===== config.mk =====
export PLATFORM = sky130hd
export DESIGN_NAME = roman_numeral_encoder_core
export DESIGN_NICKNAME = d
export VERILOG_FILES = /design/src/rtl/rne_pkg.sv /design/src/rtl/rne_datapath.sv /design/src/rtl/rne_ctrl.sv /design/src/rtl/roman_numeral_encoder_core.sv
export SDC_FILE = /design/constraint.sdc
export NUM_CORES = 1
export LEC_CHECK = 0
export BUFFER_PORTS_ARGS = -buffer_cell sky130_fd_sc_hd__buf_2
export CAP_MARGIN = 10
export CELL_PAD_IN_SITES_DETAIL_PLACEMENT = 0
export CELL_PAD_IN_SITES_GLOBAL_PLACEMENT = 1
export CORE_MARGIN = 4
export CORE_UTILIZATION = 48
export CTS_BUF_LIST = sky130_fd_sc_hd__clkbuf_8
export DETAILED_ROUTE_END_ITERATION = 6
export PLACE_DENSITY = 0.91
export SLEW_MARGIN = 20
export SYNTH_ARGS = -nofsm -noshare
export SYNTH_HDL_FRONTEND = slang
export SYNTH_SLANG_ARGS = --single-unit

===== constraint.sdc =====
create_clock -name clk -period 4.8 [get_ports clk]
set_input_delay 0.48 -clock clk [delete_from_list [all_inputs] [get_ports clk]]
set_output_delay 0.48 -clock clk [all_outputs]
set_load 0.05 [all_outputs]

===== src/rtl/rne_pkg.sv =====
// rne_pkg: shared types, character codes and the symbol lookup for the roman
// numeral encoder
// no dependencies
package rne_pkg;

  localparam int unsigned VALUE_W = 13;
  localparam int unsigned REM_W   = 12;
  localparam int unsigned WGT_W   = 10;
  localparam int unsigned CHAR_W  = 7;

  localparam logic [VALUE_W-1:0] VALUE_LIMIT = 13'd4000;

  localparam logic [CHAR_W-1:0] CH_M = 7'h4D;
  localparam logic [CHAR_W-1:0] CH_D = 7'h44;
  localparam logic [CHAR_W-1:0] CH_C = 7'h43;
  localparam logic [CHAR_W-1:0] CH_L = 7'h4C;
  localparam logic [CHAR_W-1:0] CH_X = 7'h58;
  localparam logic [CHAR_W-1:0] CH_V = 7'h56;
  localparam logic [CHAR_W-1:0] CH_I = 7'h49;
  localparam logic [CHAR_W-1:0] CH_NONE = 7'h00;

  typedef enum logic [0:0] {
    ST_IDLE = 1'b0,
    ST_BUSY = 1'b1
  } state_t;

  // controller to datapath
  typedef struct packed {
    logic load;
    logic step;
  } cmd_t;

  // datapath to controller
  typedef struct packed {
    logic out_full;
    logic step_last;
  } status_t;

  // one greedy symbol: a single letter or a subtractive pair
  typedef struct packed {
    logic [WGT_W-1:0]  weight;
    logic [CHAR_W-1:0] first;
    logic [CHAR_W-1:0] second;
    logic              pair;
  } sym_t;

  function automatic sym_t mk_sym(input logic [WGT_W-1:0] w, input logic [CHAR_W-1:0] a,
                                  input logic [CHAR_W-1:0] b, input logic p);
    sym_t s;
    s.weight = w;
    s.first  = a;
    s.second = b;
    s.pair   = p;
    return s;
  endfunction

  // largest symbol whose weight does not exceed the remainder
  function automatic sym_t rne_lookup(input logic [REM_W-1:0] rem);
    sym_t s;
    if (rem >= 12'd1000)     s = mk_sym(10'd1000, CH_M, CH_M, 1'b0);
    else if (rem >= 12'd900) s = mk_sym(10'd900,  CH_C, CH_M, 1'b1);
    else if (rem >= 12'd500) s = mk_sym(10'd500,  CH_D, CH_D, 1'b0);
    else if (rem >= 12'd400) s = mk_sym(10'd400,  CH_C, CH_D, 1'b1);
    else if (rem >= 12'd100) s = mk_sym(10'd100,  CH_C, CH_C, 1'b0);
    else if (rem >= 12'd90)  s = mk_sym(10'd90,   CH_X, CH_C, 1'b1);
    else if (rem >= 12'd50)  s = mk_sym(10'd50,   CH_L, CH_L, 1'b0);
    else if (rem >= 12'd40)  s = mk_sym(10'd40,   CH_X, CH_L, 1'b1);
    else if (rem >= 12'd10)  s = mk_sym(10'd10,   CH_X, CH_X, 1'b0);
    else if (rem >= 12'd9)   s = mk_sym(10'd9,    CH_I, CH_X, 1'b1);
    else if (rem >= 12'd5)   s = mk_sym(10'd5,    CH_V, CH_V, 1'b0);
    else if (rem >= 12'd4)   s = mk_sym(10'd4,    CH_I, CH_V, 1'b1);
    else                     s = mk_sym(10'd1,    CH_I, CH_I, 1'b0);
    return s;
  endfunction

endpackage


===== src/rtl/rne_datapath.sv =====
// rne_datapath: remainder register, symbol lookup and the output register
// depends on rne_pkg
module rne_datapath (
  input  logic                         clk,
  input  logic                         rst_n,
  input  rne_pkg::cmd_t                cmd,
  output rne_pkg::status_t             status,
  input  logic [rne_pkg::VALUE_W-1:0]  in_value,
  output logic                         out_valid,
  input  logic                         out_ready,
  output logic [rne_pkg::CHAR_W-1:0]   out_char_code,
  output logic                         out_out_of_range,
  output logic                         out_last
);
  import rne_pkg::*;

  logic [REM_W-1:0]  rem_r, rem_nxt;
  logic              half_r, half_nxt;
  logic              err_r, err_nxt;
  logic              out_valid_r, out_valid_nxt;
  logic [CHAR_W-1:0] char_r, char_nxt;
  logic              oor_r, oor_nxt;
  logic              last_r, last_nxt;
  sym_t              sym;
  logic              at_weight;

  assign sym       = rne_lookup(rem_r);
  assign at_weight = (rem_r == {{(REM_W-WGT_W){1'b0}}, sym.weight});

  always_comb begin
    rem_nxt       = rem_r;
    half_nxt      = half_r;
    err_nxt       = err_r;
    out_valid_nxt = out_valid_r && !out_ready;
    char_nxt      = char_r;
    oor_nxt       = oor_r;
    last_nxt      = last_r;
    status.out_full  = out_valid_r;
    status.step_last = err_r || ((!sym.pair || half_r) && at_weight);

    if (cmd.load) begin
      err_nxt  = (in_value == '0) || (in_value >= VALUE_LIMIT);
      rem_nxt  = in_value[REM_W-1:0];
      half_nxt = 1'b0;
    end else if (cmd.step) begin
      out_valid_nxt = 1'b1;
      if (err_r) begin
        char_nxt = CH_NONE;
        oor_nxt  = 1'b1;
        last_nxt = 1'b1;
      end else if (sym.pair && !half_r) begin
        // leading letter of a subtractive pair
        char_nxt = sym.first;
        oor_nxt  = 1'b0;
        last_nxt = 1'b0;
        half_nxt = 1'b1;
      end else begin
        char_nxt = half_r ? sym.second : sym.first;
        oor_nxt  = 1'b0;
        last_nxt = at_weight;
        half_nxt = 1'b0;
        rem_nxt  = rem_r - {{(REM_W-WGT_W){1'b0}}, sym.weight};
      end
    end
  end

  always_ff @(posedge clk) begin
    if (!rst_n) begin
      out_valid_r <= 1'b0;
      half_r      <= 1'b0;
    end else begin
      out_valid_r <= out_valid_nxt;
      half_r      <= half_nxt;
    end
    rem_r  <= rem_nxt;
    err_r  <= err_nxt;
    char_r <= char_nxt;
    oor_r  <= oor_nxt;
    last_r <= last_nxt;
  end

  assign out_valid        = out_valid_r;
  assign out_char_code    = char_r;
  assign out_out_of_range = oor_r;
  assign out_last         = last_r;

  // a step must never overwrite a character still waiting
  a_no_overwrite: assert property (@(posedge clk) disable iff (!rst_n)
    cmd.step && out_valid_r |-> out_ready)
    else $error("output register overwritten");

  a_no_load_and_step: assert property (@(posedge clk) disable iff (!rst_n)
    !(cmd.load && cmd.step))
    else $error("load and step together");

  a_err_single: assert property (@(posedge clk) disable iff (!rst_n)
    cmd.step && err_r |=> out_valid_r && oor_r && last_r && (char_r == CH_NONE))
    else $error("out of range transaction malformed");

  a_pair_not_last: assert property (@(posedge clk) disable iff (!rst_n)
    cmd.step && !err_r && sym.pair && !half_r |=> half_r && !last_r)
    else $error("subtractive pair split wrongly");

endmodule


===== src/rtl/rne_ctrl.sv =====
// rne_ctrl: controller state machine, issues load and step commands
// depends on rne_pkg
module rne_ctrl (
  input  logic              clk,
  input  logic              rst_n,
  input  logic              in_valid,
  output logic              in_ready,
  input  logic              out_ready,
  input  rne_pkg::status_t  status,
  output rne_pkg::cmd_t     cmd
);
  import rne_pkg::*;

  state_t state_r, state_nxt;

  always_ff @(posedge clk) begin
    if (!rst_n) begin
      state_r <= ST_IDLE;
    end else begin
      state_r <= state_nxt;
    end
  end

  always_comb begin
    state_nxt = state_r;
    in_ready  = 1'b0;
    cmd.load  = 1'b0;
    cmd.step  = 1'b0;
    unique case (state_r)
      ST_IDLE: begin
        in_ready = 1'b1;
        if (in_valid) begin
          cmd.load  = 1'b1;
          state_nxt = ST_BUSY;
        end
      end
      ST_BUSY: begin
        // one character per cycle while the output register can take it
        cmd.step = !status.out_full || out_ready;
        if (cmd.step && status.step_last) begin
          state_nxt = ST_IDLE;
        end
      end
      default: state_nxt = ST_IDLE;
    endcase
  end

endmodule


===== src/rtl/roman_numeral_encoder_core.sv =====
// roman_numeral_encoder_core: top level, controller plus datapath
// first character: the input value is loaded into the remainder register, then a step registers it
// throughput: a numeral of n characters (1 to 15) is stepped out one character a cycle while
//   the output register can take it, by the single greedy symbol lookup
// the next item is taken while the final character still waits at the output
// reset: synchronous active-low rst_n clears the state machine and output valid
module roman_numeral_encoder_core (
  input  logic                         clk,
  input  logic                         rst_n,
  input  logic                         in_valid,
  output logic                         in_ready,
  input  logic [rne_pkg::VALUE_W-1:0]  in_value,
  output logic                         out_valid,
  input  logic                         out_ready,
  output logic [rne_pkg::CHAR_W-1:0]   out_char_code,
  output logic                         out_out_of_range,
  output logic                         out_last
);
  import rne_pkg::*;

  cmd_t    cmd;
  status_t status;

  rne_ctrl u_ctrl (
    .clk       (clk),
    .rst_n     (rst_n),
    .in_valid  (in_valid),
    .in_ready  (in_ready),
    .out_ready (out_ready),
    .status    (status),
    .cmd       (cmd)
  );

  rne_datapath u_datapath (
    .clk              (clk),
    .rst_n            (rst_n),
    .cmd              (cmd),
    .status           (status),
    .in_value         (in_value),
    .out_valid        (out_valid),
    .out_ready        (out_ready),
    .out_char_code    (out_char_code),
    .out_out_of_range (out_out_of_range),
    .out_last         (out_last)
  );

endmodule

**After elaboration in Yosys (flattened, before gate mapping)**

Cells that the tools add are included.
Widths: inputs -> output; s select.

- Flip-flop bits (word level): 25
- Bits of input ports: 17
- Output and inout port bits: 11

- Add/sub/neg operators: 1
- Order comparisons: 13
- Equal/unequal tests: 3
- Multiplexer cells: 29
- Bitwise logic cells: 4
- Reductions and logical operators: 18

Operators with widths:

| operator | number |
|---|---|
| $mux 25 | 11 |
| $mux 12 | 4 |
| $ge 12x10->1 const B | 2 |
| $ge 12x3->1 const B | 2 |
| $ge 12x4->1 const B | 2 |
| $ge 12x6->1 const B | 2 |
| $ge 12x7->1 const B | 2 |
| $ge 12x9->1 const B | 2 |
| $mux 18 | 1 |
| $mux 7 | 2 |
| $ge 13x12->1 const B | 1 |
| $logic_not 13->1 | 1 |
| $eq 12x10->1 | 1 |
| $sub 12x10->12 | 1 |
| $mux 1 | 10 |
| $logic_and 1x1->1 | 4 |
| $logic_not 1->1 | 4 |
| $logic_or 1x1->1 | 4 |
| $ne 2x2->1 const B | 2 |
| $not 1->1 | 4 |
| $reduce_and 2->1 | 2 |
| $reduce_and 3->1 | 1 |
| $pmux 1 s2 | 1 |
| $reduce_bool 2->1 | 1 |
| $reduce_or 2->1 | 1 |

**Logic depth before layout (Yosys ltp)**

Gate-level depths: netlist of run 1.

- Depth after elaboration: 20
- Mapped depth: 13

**Hierarchy**

Synthesis of run 1 repeated with hierarchy kept, for this count alone.

- Cells, all modules: 251
- Area total of the unflattened synthesis: 2095.8 um^2

Modules (own cells, without submodules):

| module | times used | cells each | area each (um^2) | seq. area each (um^2) |
|---|---|---|---|---|
| rne_datapath | 1 | 244 | 2038.2 | 670.6 |
| rne_ctrl | 1 | 7 | 57.6 | 20.0 |

**Worst setup path after synthesis of run 1**

No wires, ideal clock.

- Path kind: register -> register
- Start: register u_datapath.rem_r[1]
- End: register u_datapath.rem_r[10] (data pin)
- Setup time: 0.274 ns
- Arrival: 2.689 ns
- Data required time: 4.526 ns
- Path slack: 1.837 ns
- Cell stages (with the launch flop): 13
- Cells stage by stage: edfxtp_1 buf_2 o211a_1 o21ai_2 nand3_1 a21o_1 a21oi_1 ha_1 a21oi_1 a21oi_1 o41ai_1 a21o_1 a31oi_1

- Longest elaborated chain between the ends: 18
- Elaborated cells on any way between the ends: 29

Ends and longest elaborated chain:

| what | RTL line | text |
|---|---|---|
| start: declaration | rne_datapath.sv:17 | `logic [REM_W-1:0] rem_r, rem_nxt;` |
| start signal: assignment | rne_datapath.sv:75 | `rem_r <= rem_nxt;` |
| $ge 12x3->1 | rne_pkg.sv:71 | `else if (rem >= 12'd4) s = mk_sym(10'd4, CH_I, CH_V, 1'b1);` |
| $mux 18 | rne_pkg.sv:71 |  |
| $mux 25 | rne_pkg.sv:70 | `else if (rem >= 12'd5) s = mk_sym(10'd5, CH_V, CH_V, 1'b0);` |
| $mux 25 | rne_pkg.sv:69 | `else if (rem >= 12'd9) s = mk_sym(10'd9, CH_I, CH_X, 1'b1);` |
| $mux 25 | rne_pkg.sv:68 | `else if (rem >= 12'd10) s = mk_sym(10'd10, CH_X, CH_X, 1'b0);` |
| $mux 25 | rne_pkg.sv:67 | `else if (rem >= 12'd40) s = mk_sym(10'd40, CH_X, CH_L, 1'b1);` |
| $mux 25 | rne_pkg.sv:66 | `else if (rem >= 12'd50) s = mk_sym(10'd50, CH_L, CH_L, 1'b0);` |
| $mux 25 | rne_pkg.sv:65 | `else if (rem >= 12'd90) s = mk_sym(10'd90, CH_X, CH_C, 1'b1);` |
| (+3 left out) | n/a |  |
| $mux 25 | rne_pkg.sv:61 | `else if (rem >= 12'd900) s = mk_sym(10'd900, CH_C, CH_M, 1'b1);` |
| $mux 25 | rne_pkg.sv:60 | `if (rem >= 12'd1000) s = mk_sym(10'd1000, CH_M, CH_M, 1'b0);` |
| $sub 12x10->12 (*) | rne_datapath.sv:62 | `rem_nxt = rem_r - {{(REM_W-WGT_W){1'b0}}, sym.weight};` |
| $mux 12 (*) | rne_datapath.sv:51 | `end else if (sym.pair && !half_r) begin` |
| $mux 12 (*) | rne_datapath.sv:47 | `if (err_r) begin` |
| $mux 12 (*) | rne_datapath.sv:45 | `end else if (cmd.step) begin` |
| $mux 12 (*) | rne_datapath.sv:41 | `if (cmd.load) begin` |
| via u_datapath.rem_nxt[10] | rne_datapath.sv:17 |  |

The timed path passes the listed nets; every way through them passes the cells marked *. The select of a mux whose other input is x is not followed.
A chain may end at the register's enable or synchronous reset.

**Worst setup path after layout of run 1**

- Start: register u_datapath.rem_r[2]
- End: register u_datapath.rem_r[10] (data pin)

Same word-level chain as after synthesis.

==> results of run 1 <==
## per-layer routing
layer | part of all wire (%) | GRT usage [%]
met1 | 44 | 25.54
met2 | 49 | 34.33
met3 | 5.6 | 2.937
met4 | 0.92 | 6.522
met5 | 0 | 0
## sequential cells by signal, indices dropped and copies added (netlist names)
register                     flops
u_datapath.out_char_code         6
u_datapath.err_r                 1
u_ctrl.state_r                   1
u_datapath.out_out_of_range      1
u_datapath.half_r                1
u_datapath.out_last              1
u_datapath.out_valid             1
u_datapath.rem_r                12
## cells in the mapped netlist (all sizes together) (2+ instances only)
cell type  instances
ha                10
nand4              6
dfxtp              3
nand3             11
nand3b             3
o21ai             21
nor2              20
a21boi             5
clkbuf             5
and2               6
nor4b              2
o21a               5
o2111ai            2
a31oi              4
xnor2              3
nor3              10
buf                8
edfxtp            21
a2111oi            2
and3               4
nand2             19
a21o               6
nand2b             3
o211ai             3
a21oi             17
nor4               4
o311ai             3
nor2b              5
o211a              2
o31ai              6
a311oi             2
inv               12
## power by group through the flow
stage / logic (uW) / clock network (uW) / registers (uW)
detailed placement: 468 / 0 / 359
CTS: 471 / 189 / 355
floorplan: 393 / 0 / 334
finish: 474 / 188 / 356
global placement: 467 / 0 / 358
global route: 529 / 196 / 364
## metrics by stage
| step | instance area (sq um) | hold WS (ps) | total power (uW) | utilization [%] |
|---|---|---|---|---|
| finish | 2345 | 433.9 | 1018 | 53.85 |
| detailed placement | 2273 | 510.1 | 827.0 | 52.21 |
| global route | 2345 | 436.7 | 1088 | 53.85 |
| floorplan | 2150 | 497.1 | 726.6 | - |
| CTS | 2345 | 424.7 | 1014 | 53.85 |
| global placement | 2273 | 499.4 | 824.6 | 52.21 |
## final timing paths
| kind | cells after the start | to | slack [ps] | start |
|---|---|---|---|---|
| worst max register to register | 11 | u_datapath.rem_r[10] | 1280 | u_datapath.rem_r[2] |
| worst min-delay path | 3 | u_datapath.half_r | 430 | rst_n |
| worst min register to register | 2 | u_datapath.out_valid | 520 | u_datapath.out_valid |
| worst max-delay path | 11 | u_datapath.rem_r[10] | 1280 | u_datapath.rem_r[2] |
## area by class of cell
type                            count  area [sq um]  share of cell area, %
Clock buffer                        3         41.29                  1.761
Clock inverter                      1         30.03                  1.281
Inverter                           12         45.04                  1.921
Multi-Input combinational cell    202          1343                  57.26
Sequential cell                    24         690.7                  29.46
Tap cell                           52         65.06                  2.775
Timing Repair Buffer               26         130.1                  5.550
## cell families (layout without fill, tap and decap cells)
logic type	Yosys count	in the layout
AO/OA/AOI/OAI	86	86
flip-flops	24	24
other	1	1
adder cells (fa/ha/maj)	11	11
AND/OR/NAND/NOR	100	100
XOR/XNOR	4	4
buffers and inverters	25	42
## worst max-delay path: stages (launching register included)
cell      delay [ps]
edfxtp_1         590
o211a_1          310
o21ai_2          200
nand3_1          230
a21o_1           230
a21oi_1          170
ha_1             320
a21oi_1          330
a21oi_1          150
o41ai_1          460
a21o_1           190
a31oi_1           80
==> reports/summary.txt, run 1 <==
outcome = complete, no violations
adder-cell share of the synthesized area = 6.752%
DRC Markers = 0
P_leak = 0.0008839 uW
worst slew pin tran = 607.7 ps
maxcap violations = 0
post-synthesis mux area share = 0%
Final setup viols = 0
wire per inst = 16.57 um
FF+latch count, synth = 24
Routed Antenna Nets = 0
syn nets = 279
hold crit path type = in -> reg
Worst IR Drop VDD = 0.3028 mV
input/output buffers = 26
RSZ-0062 raised after global routing = false
CTS tree = built
non-filler instance count after layout = 320
Core Region = 4354 sq um
most frequent cells in the layout = buf_2 (26), edfxtp_1 (21), nor2_1 (20)
net switching fraction of the power = 43.36%
Async S/R FF share, synth = 0%
fin nets = 297
first-pass GRT wire length = 8673 um
detailed-route via count = 1995
hold_buf cts = 0
Die Span Y = 74.92 um
post-CTS sizing = 0
GRT Resource Usage Total = 19.93%
row count = 24
H-Tree Depth = 1
Clock Skew = 3.826 ps
Startpoint Class = flip-flop
worst path required time = 4820 ps
CTS Root Cell = clkbuf_8
Pwr Density = 434.3 nW/um^2
Compound-Gate Fraction of Synth Area = 28.29%
grt total ovfl = 0
DP Wirelength = 4053 um
Layout area overhead = 9.080%
IO Count = 28
largest family of logic cells by synthesized area = compound AO/OA/AOI/OAI gates
Post-synth top flop = edfxtp_1
Fin Setup TNS = 0 ps
largest area contributor in the netlist = edfxtp_1
sequential cell area fraction in the yosys report = 32.13%
Initial Util = 49.37%
top cell type's share of synthesized area = 29.34%
Max FO, Critical Path = 14
Hold Vio Cnt, Final = 0
Mean Syn Cell Area = 8.564 sq um
slew margin rel. = 59.44%
final wirelength = 5303 um
Post-Synth Simple-Gate Area = 25.61%
placed insts = 316
Num CTS Buffers = 3
synthesized-area fraction occupied by xor and xnor cells = 1.630%
worst slack at placement = 1323 ps
critical path class = reg -> reg
Clk network pwr share = 18.5%
routed vias/inst = 6.234
drt initial violations = 198
commonest non-fill, non-tap cell in the layout = buf_2
postcts setup bufs = 0
antenna cell count = 0
share of total power in sequential cells = 35.0%
Tcrit/Tclk final = 73.41%
setup ws final = 1276 ps
crit end category = flip-flop
GP Congestion = 0.9232
die footprint = 5613 sq um
max frequency = 283.8 MHz
Synth Instances = 251
clock period minus worst slack = 3524 ps
yosys warns = 0
clock latency on the worst-skew pair = 280 ps
initial antenna violation count = 0
clk slew on worst S/H paths = 100 ps
main area contributors after synthesis = edfxtp_1 (29%), ha_1 (5.8%), o21ai_0 (4.2%)
Post-synth EDFFs = 21
clock buffer depth = 2
Yosys cell types = 61
# fillers = 436
largest net degree at the start of global routing = 22
DR pass1 iterations = 4
Comb pwr share = 46.5%
final count of pins violating max slew = 0
clk sinks = 24
layout cells sized above 1 = 16.42%
cell internal pwr = 576.8 uW
synthesized cell area = 2150 sq um
switching power = 441.6 uW
WP data arrival = 3540 ps
Die X = 74.92 um
vias in the first global route = 1889
Note: power is estimated with default switching activity, not from simulation.
==> run 2: changes to the inputs <==
CORE_UTILIZATION = 41   (was 48)
PLACE_DENSITY = 0.83   (was 0.91)
clock period = 3.1 ns   (was 4.8 ns; I/O delays follow)
==> run 2 against run 1 <==
Clock power rose by 52%. Design area rose by 18%. Register-to-register slack got worse by 1200 ps. Sequential power rose by 37%. Sequential share of layout area fell by 4.5 points. Combinational power rose by 130%. Final cell count rose by 19%.
==> reports/summary.txt, run 2 (synthesis results as in run 1) <==
max frequency = 331.3 MHz
post-place instance area = 2529 sq um
maxcap violations = 0
clock period minus worst slack = 3018 ps
Final setup viols = 0
worst path required time = 3190 ps
# fillers = 486
Comb pwr share = 58.4%
post-route cell area = 2769 sq um
slew margin rel. = 58.49%
vias in the first global route = 1953
total power = 1857 uW
antenna cell count = 0
Num CTS Buffers = 3
outcome = complete, no violations
grt total ovfl = 0
wire per inst = 15.58 um
final count of pins violating max slew = 0
clock latency on the worst-skew pair = 270 ps
Die X = 80.41 um
Die Span Y = 80.41 um
switching power = 763.7 uW
largest net degree at the start of global routing = 22
GP Congestion = 0.8734
Initial Util = 42.09%
worst slew pin tran = 621.9 ps
crit end category = flip-flop
H-Tree Depth = 1
Clk network pwr share = 15.4%
die footprint = 6465 sq um
clk slew on worst S/H paths = 100 ps
Hold Vio Cnt, Final = 0
DRC Markers = 0
CTS tree = built
Worst IR Drop VDD = 0.3422 mV
net switching fraction of the power = 41.12%
final wirelength = 5952 um
Max FO, Critical Path = 8
CTS Root Cell = clkbuf_8
detailed-route via count = 2160
most flop-heavy register = u_datapath.rem_r
clock buffer depth = 2
routed vias/inst = 5.654
CP peak stage delay = 440 ps
cell internal pwr = 1094 uW
Routed Antenna Nets = 0
commonest non-fill, non-tap cell in the layout = buf_4
Core Region = 5107 sq um
layout cells sized above 1 = 32.05%
share of total power in sequential cells = 26.2%
critical path class = reg -> reg
Clock Skew = 6.855 ps
IO Count = 28
flip-flop count of the largest register after layout = 12
initial antenna violation count = 0
GRT Resource Usage Total = 17.91%
Layout area overhead = 28.81%
Critical Path, Cell by Cell = nor2_2 -> buf_4 -> and3_2 -> nand2_1 -> a21o_1 -> a21oi_2 -> ha_4 -> a21oi_2 -> buf_4 -> nand2b_1 -> nand4_1 -> and3_1 -> o31ai_1
clk sinks = 24
Fin Setup TNS = 0 ps
most frequent cells in the layout = buf_4 (44), buf_2 (26), edfxtp_1 (21)
fin nets = 341
hold crit path type = in -> reg
P_leak = 0.001114 uW
drt initial violations = 198
DP Wirelength = 4442 um
row count = 26
input/output buffers = 26
Tcrit/Tclk final = 97.36%
hold_buf cts = 0
DR pass1 iterations = 4
WP data arrival = 3110 ps
Startpoint Class = flip-flop
CP max stage cell = edfxtp_1
Pwr Density = 670.8 nW/um^2
first-pass GRT wire length = 9080 um
run 2: cell count changes in the layout (fill, tap and decap cells not counted), moves of 2 or more:
cell and delta:
a21boi_0 -2, a21boi_1 +2, a21oi_1 -2, a21oi_2 +2
buf_4 +44, nor2_1 -2, o2111ai_1 -2, o2111ai_2 +2
run 2: cell type report:
cell class / count / area (sq um) / share of cell area [%]
Inverter: 12 / 45.04 / 1.627
Timing Repair Buffer: 70 / 460.4 / 16.63
Sequential cell: 24 / 690.7 / 24.94
Multi-Input combinational cell: 202 / 1414 / 51.06
Clock inverter: 1 / 30.03 / 1.084
Clock buffer: 3 / 41.29 / 1.491
Tap cell: 70 / 87.58 / 3.163
run 2: timing repair:
item                                    in CTS  in global routing
buffers inserted                             9                  4
hold endpoints to repair                     0                  0
gates cloned                                 0                  0
resized for setup                            0                 19
endpoints found under the setup margin       2                  6
pin swaps                                    2                  1
run 2: final timing paths:
path	startpoint	endpoint	slack [ps]	depth (start not counted)
setup / recovery	u_datapath.rem_r[7]	u_datapath.rem_r[9]	80	13
hold / removal	rst_n	u_datapath.half_r	260	3
setup reg to reg	u_datapath.rem_r[7]	u_datapath.rem_r[9]	80	13
hold reg to reg	u_datapath.out_valid	u_datapath.out_valid	510	2
run 2: worst max-delay path: cells and delay by family (launching register included):
family	cells	cell delay [ps]
and+or+nand+nor	6	980
adders and majority gates	1	260
AOI/OAI and AO/OA	4	850
buffers and inverters	2	290
DFF	1	440
run 2: metrics by stage:
stage / instances / util, % / setup WS [ps] / hold slack, ps
4_1_cts: 378 / 52.23 / 5.660 / 266.8
5_1_grt: 382 / 54.21 / -32.03 / 269.9
6_report: 382 / 54.21 / 81.95 / 263.6
3_3_place_gp: 365 / 49.51 / -114.9 / 496.4
3_5_place_dp: 365 / 49.51 / -62.61 / 502.5
2_1_floorplan: 251 / - / 136.7 / 426.1
run 2: routing by layer:
metal,vias to the layer above,track usage (%),wire (um)
met4,0,5.574,90
met1,1014,23.24,2675
met3,8,2.130,228
met2,61,30.88,2958
li1,1077,-,-
met5,-,0,0
run 2: power by group through the flow:
stage               combinational, uW  clock, uW  sequential [uW]
finish                           1080        286              487
global route                     1170        300              493
CTS                               982        290              486
detailed placement                908          0              510
global placement                  910          0              507
floorplan                         608          0              517
